### src/rtl/egbw_pkg.sv
// Exp-Golomb bit writer: shared types and constants.
// Used by the channel interfaces and every module of the block.
`default_nettype none

package egbw_pkg;

  localparam int unsigned ACT_W   = 3;
  localparam int unsigned VAL_W   = 33;
  localparam int unsigned BLEN_W  = 6;
  localparam int unsigned RANGE_W = 32;
  localparam int unsigned BYTE_W  = 8;
  localparam int unsigned BITS_W  = 4;
  localparam int unsigned CODE_W  = 32;
  localparam int unsigned LEN_W   = 6;
  localparam int unsigned LG_W    = 5;
  localparam int unsigned STEP_W  = 3;

  localparam logic [ACT_W-1:0] ACT_RAW   = 3'd0;
  localparam logic [ACT_W-1:0] ACT_UE    = 3'd1;
  localparam logic [ACT_W-1:0] ACT_SE    = 3'd2;
  localparam logic [ACT_W-1:0] ACT_TE    = 3'd3;
  localparam logic [ACT_W-1:0] ACT_FLUSH = 3'd4;

  localparam logic [STEP_W-1:0] LOG_LAST_STEP = 3'd4;

  typedef struct packed {
    logic              start;
    logic              flush;
    logic [CODE_W-1:0] code;
    logic [LEN_W-1:0]  len;
  } job_t;

  typedef struct packed {
    logic            done;
    logic [LG_W-1:0] lg;
  } log_stat_t;

endpackage

`default_nettype wire

### src/rtl/egbw_if.sv
// Exp-Golomb bit writer: input and result channel interfaces.
// Depends on egbw_pkg for field widths.
`default_nettype none

interface egbw_in_if import egbw_pkg::*; ();
  logic                      valid;
  logic                      ready;
  logic [ACT_W-1:0]          action;
  logic signed [VAL_W-1:0]   value;
  logic [BLEN_W-1:0]         bit_length;
  logic [RANGE_W-1:0]        te_range;

  modport source (output valid, action, value, bit_length, te_range, input ready);
  modport sink   (input valid, action, value, bit_length, te_range, output ready);
endinterface

interface egbw_out_if import egbw_pkg::*; ();
  logic               valid;
  logic               ready;
  logic [BYTE_W-1:0]  out_byte;
  logic [BITS_W-1:0]  byte_bits;
  logic               last;

  modport source (output valid, out_byte, byte_bits, last, input ready);
  modport sink   (input valid, out_byte, byte_bits, last, output ready);
endinterface

`default_nettype wire

### src/rtl/egbw_log.sv
// Exp-Golomb bit writer: floor(log2 x) by binary search over five steps.
// One shared right shifter; depends on egbw_pkg.
`default_nettype none

module egbw_log import egbw_pkg::*; (
  input  wire logic              clk,
  input  wire logic              rst_n,
  input  wire logic              start,
  input  wire logic [CODE_W-1:0] x,
  output log_stat_t              stat
);

  logic              busy_r, busy_nxt;
  logic              done_r, done_nxt;
  logic [STEP_W-1:0] step_r, step_nxt;
  logic [CODE_W-1:0] s_r, s_nxt;
  logic [LG_W-1:0]   lg_r, lg_nxt;
  logic [LG_W-1:0]   sh;
  logic [CODE_W-1:0] hi;

  assign sh = LG_W'(5'd16 >> step_r);
  assign hi = s_r >> sh;

  always_comb begin
    busy_nxt = busy_r;
    done_nxt = 1'b0;
    step_nxt = step_r;
    s_nxt    = s_r;
    lg_nxt   = lg_r;
    if (start) begin
      busy_nxt = 1'b1;
      step_nxt = '0;
      s_nxt    = x;
      lg_nxt   = '0;
    end else if (busy_r) begin
      if (hi != '0) begin
        s_nxt  = hi;
        lg_nxt = lg_r + sh;
      end
      step_nxt = step_r + 3'd1;
      if (step_r == LOG_LAST_STEP) begin
        busy_nxt = 1'b0;
        done_nxt = 1'b1;
      end
    end
  end

  always_ff @(posedge clk) begin
    if (!rst_n) begin
      busy_r <= 1'b0;
      done_r <= 1'b0;
      step_r <= '0;
    end else begin
      busy_r <= busy_nxt;
      done_r <= done_nxt;
      step_r <= step_nxt;
    end
    s_r  <= s_nxt;
    lg_r <= lg_nxt;
  end

  assign stat.done = done_r;
  assign stat.lg   = lg_r;

endmodule

`default_nettype wire

### src/rtl/egbw_pack.sv
// Exp-Golomb bit writer: byte packer with the pending-bit state and output register.
// Emits at most one byte a cycle from a right-aligned code; depends on egbw_pkg, egbw_if.
`default_nettype none

module egbw_pack import egbw_pkg::*; (
  input  wire logic      clk,
  input  wire logic      rst_n,
  input  wire job_t      job,
  output logic           busy,
  egbw_out_if.source     out_chan
);

  logic              busy_r, busy_nxt;
  logic              flush_r, flush_nxt;
  logic [CODE_W-1:0] code_r, code_nxt;
  logic [LEN_W-1:0]  rem_r, rem_nxt;
  logic [6:0]        pend_r, pend_nxt;
  logic [2:0]        pc_r, pc_nxt;
  logic              ov_r, ov_nxt;
  logic [BYTE_W-1:0] ob_r, ob_nxt;
  logic [BITS_W-1:0] obits_r, obits_nxt;
  logic              olast_r, olast_nxt;

  logic              out_free;
  logic [3:0]        room;
  logic [3:0]        take;
  logic [LEN_W-1:0]  sh;
  logic [LEN_W-1:0]  after;
  logic [BYTE_W-1:0] chunk;
  logic [BYTE_W-1:0] tmask;
  logic [14:0]       acc;
  logic [3:0]        fill;
  logic [BYTE_W-1:0] fbyte;

  assign out_free = !ov_r || out_chan.ready;
  assign room     = 4'd8 - {1'b0, pc_r};
  assign take     = (rem_r < {2'b0, room}) ? rem_r[3:0] : room;
  assign sh       = rem_r - {2'b0, take};
  assign after    = sh;
  assign chunk    = BYTE_W'({32'b0, code_r} >> sh);
  assign tmask    = BYTE_W'((9'h1 << take) - 9'h1);
  assign acc      = (15'({8'b0, pend_r}) << take) | {7'b0, chunk & tmask};
  assign fill     = {1'b0, pc_r} + take;
  assign fbyte    = BYTE_W'({1'b0, pend_r} << room);

  always_comb begin
    busy_nxt  = busy_r;
    flush_nxt = flush_r;
    code_nxt  = code_r;
    rem_nxt   = rem_r;
    pend_nxt  = pend_r;
    pc_nxt    = pc_r;
    ov_nxt    = ov_r && !out_chan.ready;
    ob_nxt    = ob_r;
    obits_nxt = obits_r;
    olast_nxt = olast_r;
    if (job.start) begin
      busy_nxt  = 1'b1;
      flush_nxt = job.flush;
      code_nxt  = job.code;
      rem_nxt   = job.len;
    end else if (busy_r) begin
      if (flush_r) begin
        if (pc_r == '0) begin
          busy_nxt = 1'b0;
        end else if (out_free) begin
          ov_nxt    = 1'b1;
          ob_nxt    = fbyte;
          obits_nxt = {1'b0, pc_r};
          olast_nxt = 1'b1;
          pend_nxt  = '0;
          pc_nxt    = '0;
          busy_nxt  = 1'b0;
        end
      end else if (rem_r == '0) begin
        busy_nxt = 1'b0;
      end else if (fill == 4'd8) begin
        if (out_free) begin
          ov_nxt    = 1'b1;
          ob_nxt    = acc[7:0];
          obits_nxt = 4'd8;
          olast_nxt = (after < 6'd8);
          pend_nxt  = '0;
          pc_nxt    = '0;
          rem_nxt   = after;
          if (after == '0) begin
            busy_nxt = 1'b0;
          end
        end
      end else begin
        pend_nxt = acc[6:0];
        pc_nxt   = fill[2:0];
        rem_nxt  = '0;
        busy_nxt = 1'b0;
      end
    end
  end

  always_ff @(posedge clk) begin
    if (!rst_n) begin
      busy_r <= 1'b0;
      pend_r <= '0;
      pc_r   <= '0;
      ov_r   <= 1'b0;
    end else begin
      busy_r <= busy_nxt;
      pend_r <= pend_nxt;
      pc_r   <= pc_nxt;
      ov_r   <= ov_nxt;
    end
    flush_r <= flush_nxt;
    code_r  <= code_nxt;
    rem_r   <= rem_nxt;
    ob_r    <= ob_nxt;
    obits_r <= obits_nxt;
    olast_r <= olast_nxt;
  end

  assign busy               = busy_r;
  assign out_chan.valid     = ov_r;
  assign out_chan.out_byte  = ob_r;
  assign out_chan.byte_bits = obits_r;
  assign out_chan.last      = olast_r;

endmodule

`default_nettype wire

### src/rtl/exp_golomb_bit_writer_unit.sv
// Exp-Golomb bit writer top level: accept sequencer, value mapping, log unit, packer.
// Depends on egbw_pkg, egbw_if, egbw_log and egbw_pack.
//
// Usage:
//   in_chan takes one beat per syntax element: action (raw, ue, se, te, flush),
//   value, bit_length and te_range. out_chan gives one beat per finished byte,
//   first written bit in the MSB, with byte_bits (8, or the pending count on
//   flush) and last on the final byte caused by the element.
//   in_chan.ready is high only while the block is idle; one element at a time.
//   raw, single-bit te and flush go to the packer at the beat; ue, se and te
//   pass a mapping state and the log search first, then hand the code to the
//   packer. The packer emits one byte a cycle while out_chan does not stall,
//   up to eight, and then parks any trailing bits. An unused action, or te with
//   range 0, writes nothing and leaves the block idle; the longest code is 63 bits.
//   Up to seven bits stay pending between elements; reset clears them.
//   A stalled out_chan holds the output register and the packer waits; the
//   block returns to idle after its last byte is loaded, even if it is not
//   yet taken.
`default_nettype none

module exp_golomb_bit_writer_unit import egbw_pkg::*; #(
  parameter int unsigned RAW_MAX_BITS = 32
) (
  input  wire logic  clk,
  input  wire logic  rst_n,
  egbw_in_if.sink    in_chan,
  egbw_out_if.source out_chan
);

  typedef enum logic [3:0] {
    ST_IDLE = 4'b0001,
    ST_MAP  = 4'b0010,
    ST_LOG  = 4'b0100,
    ST_PACK = 4'b1000
  } state_t;

  state_t                  state_r, state_nxt;
  logic                    se_r, se_nxt;
  logic signed [VAL_W-1:0] val_r, val_nxt;
  logic [CODE_W-1:0]       x_r, x_nxt;

  logic                    accept;
  logic [BLEN_W-1:0]       blen_eff;
  logic [CODE_W-1:0]       x_map;
  logic [VAL_W-1:0]        neg;
  job_t                    job;
  log_stat_t               lg_st;
  logic                    log_start;
  logic                    pk_busy;

  assign accept   = in_chan.valid && in_chan.ready;
  assign in_chan.ready = (state_r == ST_IDLE);
  assign blen_eff = (in_chan.bit_length > BLEN_W'(RAW_MAX_BITS)) ?
                    BLEN_W'(RAW_MAX_BITS) : in_chan.bit_length;
  assign neg      = VAL_W'(-val_r);

  always_comb begin
    if (se_r) begin
      if (val_r > 33'sd1073741824) begin
        x_map = 32'h8000_0000;
      end else if (val_r > 33'sd0) begin
        x_map = {val_r[30:0], 1'b0};
      end else if (val_r < -33'sd1073741823) begin
        x_map = 32'h7FFF_FFFF;
      end else begin
        x_map = {neg[30:0], 1'b1};
      end
    end else begin
      if (val_r[VAL_W-1]) begin
        x_map = 32'h0000_0001;
      end else if (val_r > 33'sd2147483647) begin
        x_map = 32'h8000_0000;
      end else begin
        x_map = val_r[CODE_W-1:0] + 32'd1;
      end
    end
  end

  always_comb begin
    state_nxt = state_r;
    se_nxt    = se_r;
    val_nxt   = val_r;
    x_nxt     = x_r;
    log_start = 1'b0;
    job       = '0;
    case (state_r)
      ST_IDLE: begin
        if (accept) begin
          val_nxt = in_chan.value;
          case (in_chan.action)
            ACT_RAW: begin
              job.start = 1'b1;
              job.code  = CODE_W'(in_chan.value[RAW_MAX_BITS-1:0]);
              job.len   = blen_eff;
              state_nxt = ST_PACK;
            end
            ACT_UE: begin
              se_nxt    = 1'b0;
              state_nxt = ST_MAP;
            end
            ACT_SE: begin
              se_nxt    = 1'b1;
              state_nxt = ST_MAP;
            end
            ACT_TE: begin
              if (in_chan.te_range > 32'd1) begin
                se_nxt    = 1'b0;
                state_nxt = ST_MAP;
              end else if (in_chan.te_range == 32'd1) begin
                job.start = 1'b1;
                job.code  = CODE_W'(~in_chan.value[0]);
                job.len   = 6'd1;
                state_nxt = ST_PACK;
              end
            end
            ACT_FLUSH: begin
              job.start = 1'b1;
              job.flush = 1'b1;
              state_nxt = ST_PACK;
            end
            default: begin
              state_nxt = ST_IDLE;
            end
          endcase
        end
      end
      ST_MAP: begin
        x_nxt     = x_map;
        log_start = 1'b1;
        state_nxt = ST_LOG;
      end
      ST_LOG: begin
        if (lg_st.done) begin
          job.start = 1'b1;
          job.code  = x_r;
          job.len   = {lg_st.lg, 1'b1};
          state_nxt = ST_PACK;
        end
      end
      ST_PACK: begin
        if (!pk_busy) begin
          state_nxt = ST_IDLE;
        end
      end
      default: begin
        state_nxt = ST_IDLE;
      end
    endcase
  end

  always_ff @(posedge clk) begin
    if (!rst_n) begin
      state_r <= ST_IDLE;
    end else begin
      state_r <= state_nxt;
    end
    se_r  <= se_nxt;
    val_r <= val_nxt;
    x_r   <= x_nxt;
  end

  egbw_log u_log (
    .clk   (clk),
    .rst_n (rst_n),
    .start (log_start),
    .x     (x_map),
    .stat  (lg_st)
  );

  egbw_pack u_pack (
    .clk      (clk),
    .rst_n    (rst_n),
    .job      (job),
    .busy     (pk_busy),
    .out_chan (out_chan)
  );

  a_job_state: assert property (@(posedge clk) disable iff (!rst_n)
    job.start |-> (state_r == ST_IDLE || state_r == ST_LOG))
    else $error("packer job issued outside idle or log phase");

  a_pack_state: assert property (@(posedge clk) disable iff (!rst_n)
    pk_busy |-> (state_r == ST_PACK))
    else $error("packer busy outside pack phase");

  a_log_done: assert property (@(posedge clk) disable iff (!rst_n)
    lg_st.done |-> (state_r == ST_LOG))
    else $error("log result outside log phase");

  a_map_to_log: assert property (@(posedge clk) disable iff (!rst_n)
    (state_r == ST_MAP) |=> (state_r == ST_LOG))
    else $error("mapping cycle not followed by log search");

endmodule

`default_nettype wire
### src/flat_wrapper.sv
// flat-port wrapper written by rule: the top's interface ports become plain ports
module exp_golomb_bit_writer_unit_flat import egbw_pkg::*;
#(
  parameter int unsigned RAW_MAX_BITS = 32
)
  (clk, rst_n, in_chan_valid, in_chan_action, in_chan_value, in_chan_bit_length, in_chan_te_range, in_chan_ready, out_chan_valid, out_chan_out_byte, out_chan_byte_bits, out_chan_last, out_chan_ready);
  egbw_in_if in_chan_i ();
  egbw_out_if out_chan_i ();
  input  wire logic clk;
  input  wire logic rst_n;
  input wire logic [$bits(in_chan_i.valid)-1:0] in_chan_valid;
  input wire logic [$bits(in_chan_i.action)-1:0] in_chan_action;
  input wire logic [$bits(in_chan_i.value)-1:0] in_chan_value;
  input wire logic [$bits(in_chan_i.bit_length)-1:0] in_chan_bit_length;
  input wire logic [$bits(in_chan_i.te_range)-1:0] in_chan_te_range;
  output wire logic [$bits(in_chan_i.ready)-1:0] in_chan_ready;
  output wire logic [$bits(out_chan_i.valid)-1:0] out_chan_valid;
  output wire logic [$bits(out_chan_i.out_byte)-1:0] out_chan_out_byte;
  output wire logic [$bits(out_chan_i.byte_bits)-1:0] out_chan_byte_bits;
  output wire logic [$bits(out_chan_i.last)-1:0] out_chan_last;
  input wire logic [$bits(out_chan_i.ready)-1:0] out_chan_ready;
  assign in_chan_i.valid = in_chan_valid;
  assign in_chan_i.action = in_chan_action;
  assign in_chan_i.value = in_chan_value;
  assign in_chan_i.bit_length = in_chan_bit_length;
  assign in_chan_i.te_range = in_chan_te_range;
  assign in_chan_ready = in_chan_i.ready;
  assign out_chan_valid = out_chan_i.valid;
  assign out_chan_out_byte = out_chan_i.out_byte;
  assign out_chan_byte_bits = out_chan_i.byte_bits;
  assign out_chan_last = out_chan_i.last;
  assign out_chan_i.ready = out_chan_ready;
  exp_golomb_bit_writer_unit #(.RAW_MAX_BITS(RAW_MAX_BITS)) u_core (.clk(clk), .rst_n(rst_n), .in_chan(in_chan_i), .out_chan(out_chan_i));
endmodule
### config.mk
export PLATFORM = sky130hd
export DESIGN_NAME = exp_golomb_bit_writer_unit_flat
export DESIGN_NICKNAME = d
export VERILOG_FILES = /design/src/rtl/egbw_pkg.sv /design/src/rtl/egbw_if.sv /design/src/rtl/egbw_log.sv /design/src/rtl/egbw_pack.sv /design/src/rtl/exp_golomb_bit_writer_unit.sv /design/src/flat_wrapper.sv
export SDC_FILE = /design/constraint.sdc
export NUM_CORES = 1
export LEC_CHECK = 0
export ABC_AREA = 1
export BUFFER_PORTS_ARGS = -buffer_cell sky130_fd_sc_hd__buf_2
export CORE_UTILIZATION = 43
export CTS_BUF_LIST = sky130_fd_sc_hd__clkbuf_2
export CTS_CLUSTER_DIAMETER = 150
export CTS_CLUSTER_SIZE = 10
export DETAILED_ROUTE_END_ITERATION = 12
export GPL_ROUTABILITY_DRIVEN = 0
export SLEW_MARGIN = 15
export SYNTH_ARGS = -nofsm -noshare
export SYNTH_HDL_FRONTEND = slang
export SYNTH_SLANG_ARGS = --single-unit
### constraint.sdc
create_clock -name clk -period 10.7 [get_ports clk]
set_input_delay 2.14 -clock clk [delete_from_list [all_inputs] [get_ports clk]]
set_output_delay 2.14 -clock clk [all_outputs]
set_load 0.02 [all_outputs]
* Word level (Yosys, flattened, before mapping) *
Cells that the tools add are included.

storage, ports and cells
  output and inout port bits = 15
  word-level logic and storage cells = 182
  input bits = 78
  register bits = 176

operators by class
  reduce and logical (&&, ||, !) cells = 27
  add/sub/neg operators = 8
  shifts and indexed selects = 6
  $lt $le $gt $ge = 8
  muxes and demuxes = 87
  equal/unequal tests = 21
  bitwise operators = 6

operator list
  kind                     number
  $mux W32                 9
  $pmux W38 S2             2
  $mux W38                 3
  $gt A33 B32 Y1 const B   2
  $mux W4                  12
  $mux W8                  6
  $mux W6                  7
  $mux W40                 1
  $mux W7                  5
  $gt A33 B1 Y1 const B    1
  $lt A33 B31 Y1 const B   1
  $add A32 B1 Y32 const B  1
  $eq A32 B1 Y1 const B    1
  $gt A32 B1 Y1 const B    1
  $mux W1                  32
  $not A1 Y32              1
  $reduce_bool A32 Y1      1
  $shr A32 B5 Y32          1
  $shr A32 B6 Y8           1
  $neg A31 Y31             1
  $pmux W4 S4              1
  $reduce_and A4 Y1        4
  $shl A7 B4 Y8            2
  $mux W3                  5
  other kinds (39)         62

* Logic depth before layout (Yosys ltp) *
Gate-level depths: netlist (run 1).

  depth after elaboration = 12
  mapped depth = 31
  gate-level depth less buffers = 28

* Cells and area by module *
From an unflattened synthesis (run 1), not the netlist that was laid out.

second synthesis, totals
  cells, all modules = 2094
  area total of the unflattened synthesis = 14456.4 um2

by module, submodules not included
  module                      times used  area an instance (um2)  sequential area each (um2)  cells each
  exp_golomb_bit_writer_unit  1           5664.2                  2062.0                      829
  egbw_pack                   1           4867.2                  1801.7                      687
  egbw_log                    1           3925.0                  1161.1                      578

* Worst setup path before layout (run 1) *
Ideal clock, no wire load.

  path kind = input -> register
  from = input in_chan_valid
  to = register u_core.u_pack.obits_r[0] (netlist: u_core.u_pack.out_chan.byte_bits[0]) (enable)
  library setup time = 382 ps
  data required time = 10318 ps
  path buffers = 0
  path slack = 5760 ps
  stages = 9
  data arrival time = 4558 ps
  cells stage by stage = nand2_1 inv_1 nand2_1 nand2_1 inv_1 nand2_1 inv_2 nand2_1 nor2_1

between the ends
  cells in the longest elaborated chain, start to end = 5

RTL lines
  element                             line                              text
  start, declared                     flat_wrapper.sv:11                input wire logic [$bits(in_chan_i.valid)-1:0] in_chan_valid;
  $logic_and A1 B1 Y1                 exp_golomb_bit_writer_unit.sv:51  assign accept = in_chan.valid && in_chan.ready;
  $mux W40                            exp_golomb_bit_writer_unit.sv:88  if (accept) begin
  $pmux W1 S2                         exp_golomb_bit_writer_unit.sv:86  case (state_r)
  $not A1 Y1 (no source line)         n/a
  $reduce_and A6 Y1 (no source line)  n/a
  end signal, assigned                egbw_pack.sv:115                  obits_r <= obits_nxt;
  end, declared                       egbw_pack.sv:21                   logic [BITS_W-1:0] obits_r, obits_nxt;

Every way passes these cells.
A chain may end at the register's enable or synchronous reset.

* Worst setup path after layout (run 1) *
  from = register u_core.u_pack.pc_r[0]
  to = register u_core.u_pack.ob_r[5] (netlist: u_core.u_pack.out_chan.out_byte[5]) (data pin)

between the ends
  cells in the longest elaborated chain, start to end = 11
  elaborated cells on any way between the ends = 17
  those cells by class = 3 x add/sub; 1 x order compare; 4 x shift; 7 x mux; 2 x bitwise

RTL lines
  element                                          line                              text
  start, declared                                  egbw_pack.sv:18                   logic [2:0] pc_r, pc_nxt;
  start signal, assigned                           egbw_pack.sv:108                  pc_r <= pc_nxt;
  $sub A4 B3 Y4 *                                  egbw_pack.sv:36                   assign room = 4'd8 - {1'b0, pc_r};
  $lt A6 B4 Y1                                     egbw_pack.sv:37                   assign take = (rem_r < {2'b0, room}) ? rem_r[3:0] : room;
  $mux W4                                          egbw_pack.sv:37
  $sub A6 B4 Y6 or $shl A1 B4 Y8 (tied branches)   egbw_pack.sv:38, egbw_pack.sv:41
  $shr A32 B6 Y8 or $sub A8 B1 Y8 (tied branches)  egbw_pack.sv:40, egbw_pack.sv:41
  $and A8 B8 Y8                                    egbw_pack.sv:42                   assign acc = (15'({8'b0, pend_r}) << take) | {7'b0, chunk & tmask};
  $or A8 B8 Y8                                     egbw_pack.sv:42
  $mux W8                                          egbw_pack.sv:78                   if (out_free) begin
  $mux W8                                          egbw_pack.sv:77                   end else if (fill == 4'd8) begin
  $mux W8                                          egbw_pack.sv:75                   end else if (rem_r == '0) begin
  $mux W8 *                                        egbw_pack.sv:63                   if (flush_r) begin
  end signal, assigned                             egbw_pack.sv:114                  ob_r <= ob_nxt;
  end, declared                                    egbw_pack.sv:20                   logic [BYTE_W-1:0] ob_r, ob_nxt;

Every way passes the cells marked *; elsewhere a longest branch is shown, timed or not. The select of a mux whose other input is x is not followed.

==> summary by stage, run 1 <==
Detailed routing
Before antenna repair, the detailed router went through 6 iterations. The routed design has 43,100 um of wire. The post-route antenna net violation count is 0. The DRC marker count from the first detailed-route iteration is 1,503.

The detail-routed net length per standard cell is 17.5 um. In the routed layout, each cell is associated on average with a via count of 5.58. In the routed design, unresolved DRC markers number 0. Detailed routing inserted a total of 13,800 vias.

Clock network
The later pin in the worst-skew pair is clocked with a latency of 860 ps. TritonCTS built the clock tree. The clock root buffer is clkbuf_2. The H-tree was split into 4 levels. The total of cells resized after clock tree synthesis is 0. The clock passes through at most 2 buffers. The clock transition at the register clock pins on the worst setup and hold paths after CTS is 260 ps. The total clock sinks is 176. The hold buffer count at cts is 0. TritonCTS created 17 clock buffers.

The number of buffers inserted by post-CTS setup repair is 0.

Cells and area
The final layout contains 2,157 nets. The ratio of cells with drive above 1 in the final layout is 10.3%. The core utilization of the finished layout is 46.3%.

The area added between synthesis and finish is 5.83%. Fill cells in the final layout number 3,315.

Synth
The cell area after synthesis is 13,800 sq um. The synthesized-area fraction occupied by adder cells is 2.52%. The synthesized netlist devotes 12.1% of its cell area to compound gates. The dominant register cell in the synthesized netlist is edfxtp_1.

The share of cell area taken by muxes after synthesis is 0.145%. The async set or reset register ratio after synthesis is 0%. The register bit total from synthesis is 176. The number of enable flip-flop cells after synthesis is 150.

The synthesized area divided by synthesized cell count is 6.80 sq um. By area, the combinational part of the netlist is dominated by simple AND/OR/NAND/NOR gates. The most numerous cell in the Yosys netlist is nand2_1.

By count the netlist is led by nand2_1, nand3_1, inv_1, edfxtp_1, o21ai_0. The sequential fraction of the synthesis area is 36.4%. The library cell with the largest summed area after synthesis is edfxtp_1.

The number of different library cells in the post-synthesis netlist is 54. Ranked by total cell area, the synthesized netlist is headed by edfxtp_1, nand2_1, nand3_1. The synthesized-area fraction occupied by and/or/nand/nor cells is 38.1%. The warning count from the yosys run is 0. The synthesized netlist net count is 2,134. Summing the areas of all xor and xnor instances in the mapped netlist gives 2.16% of the synthesized area. The number of instances in the synthesized netlist is 2,030. After synthesis, the largest area contributor takes up 32.6% of total cell area.

Power and ir drop
For this design the ratio of total power to cell area is 107 nW/um^2. The analysis attributes to cell leakage a power of 6.29 nW. The largest voltage drop on the vdd net is 0.0655 mV.

Setup path
The peak fanout along the critical path is 39. Data on the critical path arrives at its endpoint at 6310 ps. The worst endpoint required time is 11,410 ps. STA classifies the critical path endpoint as a register.

The setup check on the worst reg-to-reg path leaves a slack of 5100 ps. The worst setup path is launched from a register. The type of the worst setup path is reg2reg.

STA
Derived from the worst setup path, the maximum achievable clock frequency is 0.178 GHz. Setup violations remaining at the end of the flow were counted as 0. The sum of negative setup slack is 0 ps. The slew of the pin with the lowest slew margin is 1150 ps. Final hold analysis gives a worst-case slack of 504 ps. The worst slew margin relative to its limit is 23.1%.

The final period demand of the worst path is 5600 ps. In the finished design, the share of the clock period the worst path needs comes to 52.4%. The post-route clock skew is 75.1 ps.

The max-slew violation count was 0. The final hold violation count came to 0. Setup repair after global routing left no endpoint under its margin.

GRT
The total overflow left after global routing is 0. The via count of the first global-routing pass came to 12,800. The number of antenna violations at the first check in global routing is 1. Entering global routing, the biggest net connects 70 pins.

The global-route usage over all layers is 26.6%. The first global-routing pass estimated 68,400 um of wire.

Floorplan
The top-level port count is 93. The area of the die is 32,800 sq um. The initial cell density of the core is 43.8%.

The vertical extent of the die is 181 um. The standard-cell row count is 65. The placeable core region is 31,600 sq um. The die extent in x is 181 um.

Worst hold path
The tightest min-delay check is of the reg2reg type.

Placement
Once detailed placement completed, the half-perimeter wirelength came to 32,400 um. The count of buffers added on input and output ports is 92.

Flow run
Across the run, the number of max-cap violations was 0.

Status
The run finished with clean final reports.
[final cells by class]
type	count	area (sq um)	area share, %
Antenna cell	1	2.50	0.0171
Clock buffer	18	90.1	0.616
Clock inverter	14	126	0.865
Inverter	177	664	4.55
Multi-Input combinational cell	1571	7610	52.1
Sequential cell	176	5020	34.4
Tap cell	402	503	3.44
Timing Repair Buffer	110	596	4.07
[cell usage in the layout, fill, tap and decap left out, types with 13 or more instances in the layout]
master	synthesis	layout
nand2_1	684	684
nand3_1	285	285
inv_1	164	164
edfxtp_1	150	150
o21ai_0	137	137
nor2_1	127	125
buf_2	29	92
a21oi_1	62	62
o21ai_1	41	41
nor3_1	29	29
xor2_1	26	26
dfxtp_1	26	26
nand4_1	24	24
ha_1	23	23
o211ai_1	20	20
clkbuf_2	0	18
buf_4	7	18
o21ai_2	13	13
[where the power goes]
group	switching [mW]	leakage, nW	internal (mW)	total (mW)
registers	0.0351	1.56	0.781	0.816
clock network	0.270	0.129	0.0705	0.340
logic	0.282	4.60	0.126	0.408
total	0.587	6.29	0.977	1.56
[flip-flops by register name (all words and copies together) (netlist names), 3 cells and up]
register                          flops
u_core.u_pack.code_r                 32
u_core.u_pack.pend_r                  7
u_core.state_r                        4
u_core.u_log.lg_r                     5
u_core.x_r                           32
u_core.u_log.s_r                     32
u_core.u_pack.out_chan.byte_bits      4
u_core.u_pack.out_chan.out_byte       8
u_core.u_pack.rem_r                   6
u_core.u_pack.pc_r                    3
u_core.u_log.step_r                   3
u_core.val_r                         33
[metal layers]
| layer | global-route usage [%] | wire [um] |
|---|---|---|
| met1 | 36.2 | 19400 |
| met2 | 43.0 | 19900 |
| met3 | 3.83 | 2580 |
| met4 | 9.46 | 1270 |
| met5 | 0 | 0 |
[kinds of logic after synthesis]
group / Yosys count
and+or+nand+nor: 1211
AOI/OAI and AO/OA: 298
buffers and inverters: 283
DFF: 176
xor gates and xnor gates: 34
adders and majority gates: 26
muxes: 2
[critical path: stages, from the launching register on]
cell and delay, ps:
dfxtp_1 740, inv_1 170, ha_1 460, clkinv_1 250, ha_1 340, nand2_1 50
nand2_1 90, nand2_4 100, nand2_8 100, nand2_1 50, nand2_1 250, inv_2 120
ha_1 290, buf_4 300, clkinv_1 560, o21ai_0 330, inv_1 80, o21ai_0 350
nand2_1 100, o21ai_0 110, nand2_1 80, nand2_1 70, nand2_1 50, nand2_1 90
nand2_1 50, nand2_1 110, nand2_1 70, nand2_1 70
[final timing paths]
check | startpoint | end | cells after the start
worst min-delay path | u_core.u_pack.pend_r[5] | u_core.u_pack.pend_r[5] | 2
worst max register to register | u_core.u_pack.pc_r[0] | u_core.u_pack.out_chan.out_byte[5] | 27
worst max-delay path | u_core.u_pack.pc_r[0] | u_core.u_pack.out_chan.out_byte[5] | 27
worst min register to register | u_core.u_pack.pend_r[5] | u_core.u_pack.pend_r[5] | 2
[metrics by stage]
step	instances	power (mW)	cell area (sq um)	setup slack [ps]
after floorplan	2030	1.12	13800	5760
after global placement	2436	1.23	14400	5270
after detailed placement	2436	1.23	14400	5200
after CTS	2468	1.57	14600	5170
after global routing	2469	1.66	14600	4450
final	2469	1.56	14600	5100
(Power assumes the default switching activity.)
==> run 2, diff against run 1 <==
==> constraint.sdc (replaced) <==
create_clock -name clk -period 5.08 [get_ports clk]
set_input_delay 1.016 -clock clk [delete_from_list [all_inputs] [get_ports clk]]
set_output_delay 1.016 -clock clk [all_outputs]
set_load 0.02 [all_outputs]
==> summary by stage, run 2 (same netlist as run 1, synthesis figures left out) <==
Clock network
The total clock sinks was 176 (unchanged). The total CTS buffers is 17 (unchanged). The latest clock arrival within the worst-skew pair is 860 ps (about the same). The maximum clock path buffer count is 2 (unchanged). The clock root buffer is clkbuf_2 (unchanged). The H-tree depth came to 4 (unchanged). The clock transition at the register clock pins on the worst setup and hold paths after CTS is 340 ps (was 260 ps). The clock tree from TritonCTS is built (unchanged).

Cells and area
The most common library cell in the layout ignoring fill and taps is nand2_1 (unchanged). Most frequent cells in the layout: nand2_1, nand3_1, inv_1 (unchanged). The final design instance area without fill is 14,800 sq um (was 14,600 sq um). The ratio of cells with drive above 1 in the final layout is 11.0% (was 10.3%). The area added between synthesis and finish is 7.07% (was 5.83%).

The top register by number of flip-flops is u_core.val_r (unchanged). The flip-flop count of the largest register, all copies and words added was 33 (unchanged). The final instance count without filler cells is 2,483 (was 2,469). The final net count is 2,171 (was 2,157).

Placement
The post-detailed-placement cell area is 14,500 sq um (was 14,400 sq um). The number of instances in the placed design is 2,450 (was 2,436). The detailed-placement wirelength estimate is 33,000 um (was 32,400 um). The total of buffers placed on input and output ports is 92 (unchanged).

Detailed routing
The number of DRC violations after detailed routing is 0 (unchanged). The detail-routed net length per standard cell is 17.4 um (was 17.5 um). The aggregate routed wire length is 43,300 um (was 43,100 um).

The number of detailed-route iterations in the first pass is 7 (was 6). The post-route antenna net violation count is 0 (unchanged). The overall via count from detail_route came to 13,900 (was 13,800). The DRC marker count from the first detailed-route iteration is 1,192 (was 1,503). The via count normalized by instance count is 5.58 (about the same).

STA
The final period demand of the worst path was 4510 ps (was 5600 ps). The maximum frequency from static timing analysis is 0.222 GHz (was 0.178 GHz). The slew of the pin with the lowest slew margin is 1180 ps (was 1150 ps).

The final number of setup-violating endpoints came to 0 (unchanged). The sum of negative setup slack is 0 ps (unchanged). The max-slew violation count is 0 (unchanged). The part of the cycle the worst path needs is 88.8% (was 52.4%). Unrepaired setup endpoints after global routing: false (unchanged). The final hold violation count is 0 (unchanged).

The post-route clock skew is 48.6 ps (was 75.1 ps). The worst slew margin relative to its limit is 21.5% (was 23.1%).

Worst hold path
The path type of the worst min-delay path is in2reg (was reg2reg).

Setup path
The peak fanout along the critical path is 17 (was 39). The type of the worst setup path is reg2reg (unchanged). The critical path data arrival time was 5140 ps (was 6310 ps).

The startpoint type of the worst setup path was a register (unchanged). The worst endpoint required time is 5710 ps (was 11,410 ps). The endpoint class of the critical path was a register (unchanged).

Floorplan
The vertical extent of the die is 181 um (unchanged). The area of the die is 32,800 sq um (unchanged). The standard-cell row count was 65 (unchanged). The placeable core region was 31,600 sq um (unchanged).

The die extent in x came to 181 um (unchanged). The initial cell density of the core was 43.8% (unchanged). The top-level port count is 93 (unchanged).

GRT
The total congestion overflow is 0 (unchanged). The largest net degree at the start of global routing came to 51 (was 70). The global-route usage over all layers was 26.7% (was 26.6%). The via count of the first global-routing pass is 12,800 (about the same).

The wire length of the first global-routing pass is 68,700 um (was 68,400 um). The number of antenna violations at the first check in global routing is 2 (was 1).

Power and ir drop
The internal portion of total power is 2.09 mW (was 977 uW). The combinational fraction of design power is 25.2% (was 26.1%). The leakage power figure is 6.38 nW (was 6.29 nW). The power share of the sequential group came to 50.8% (was 52.2%). The largest voltage drop on the vdd net is 0.216 mV (was 0.0655 mV). The net switching fraction of the power is 38.1% (was 37.5%). The clock network fraction of design power is 24.0% (was 21.8%). The net load switching power is 1.29 mW (was 587 uW).

The total power divided by cell area is 229 nW/um^2 (was 107 nW/um^2).

Status
Outcome: complete, no violations (unchanged).

Flow run
The number of max-cap violations is 0 (unchanged).
[run 2: repair_timing]
item,4_1_cts,5_1_grt
hold buffers,0,0
gates resized for setup,0,3
setup endpoints to repair,0,15
buffers inserted,0,0
[run 2: layout make-up]
cell class	instances	area [sq um]
sequential	176	5020
multi-input combinational	1571	7610
inverter	177	668
timing repair buffer	124	701
tap	402	503
antenna	1	2.50
clock inverter	15	190
fill	3279	16800
clock buffer	17	85.1
[run 2: critical path, cell delays in order (launching register included)]
cell	delay (ps)
dfxtp_1	510
inv_1	70
ha_1	190
ha_1	420
inv_2	150
nand2_2	110
nand2_4	70
nor2_4	110
nand2_4	100
nand2_8	100
nand2_1	70
nand2_2	160
inv_2	100
ha_1	220
fa_1	520
inv_1	150
buf_4	230
or2_2	300
o21a_1	120
o21ai_1	120
nand2_1	60
nand2_1	80
nand2_1	50
nand3_1	100
nand2_1	70
nand2_1	50
o21ai_0	80
[run 2: final timing paths]
check	slack, ps	start	cells past startpoint	end
setup / recovery	570	u_core.u_pack.pc_r[1]	26	u_core.u_pack.out_chan.out_byte[2]
hold reg to reg	500	u_core.u_pack.pend_r[5]	2	u_core.u_pack.pend_r[5]
hold / removal	300	in_chan_value[32]	1	u_core.val_r[32]
setup reg to reg	570	u_core.u_pack.pc_r[1]	26	u_core.u_pack.out_chan.out_byte[2]
[run 2: power by group through the flow]
stage	clock network, mW	registers (mW)	logic (mW)
global route	0.879	1.73	0.969
detailed placement	0	1.75	0.844
floorplan	0	1.71	0.641
finish	0.811	1.72	0.853
global placement	0	1.75	0.836
CTS	0.832	1.72	0.847
[run 2: metal layers]
layer | vias to the layer above | GRT usage (%) | routed length, um
met5 | - | 0 | 0
met4 | 0 | 7.93 | 1110
met3 | 71 | 3.89 | 2640
met2 | 476 | 44.4 | 20400
met1 | 6435 | 35.8 | 19100
li1 | 6868 | - | -
[run 2: stage by stage]
step	setup slack [ps]	hold slack [ps]	utilization, %	power (mW)
finish	571	300	46.9	3.38
global route	178	221	46.9	3.58
CTS	363	244	46.8	3.40
detailed placement	371	474	46.0	2.59
global placement	494	468	46.0	2.59
floorplan	728	454	-	2.36
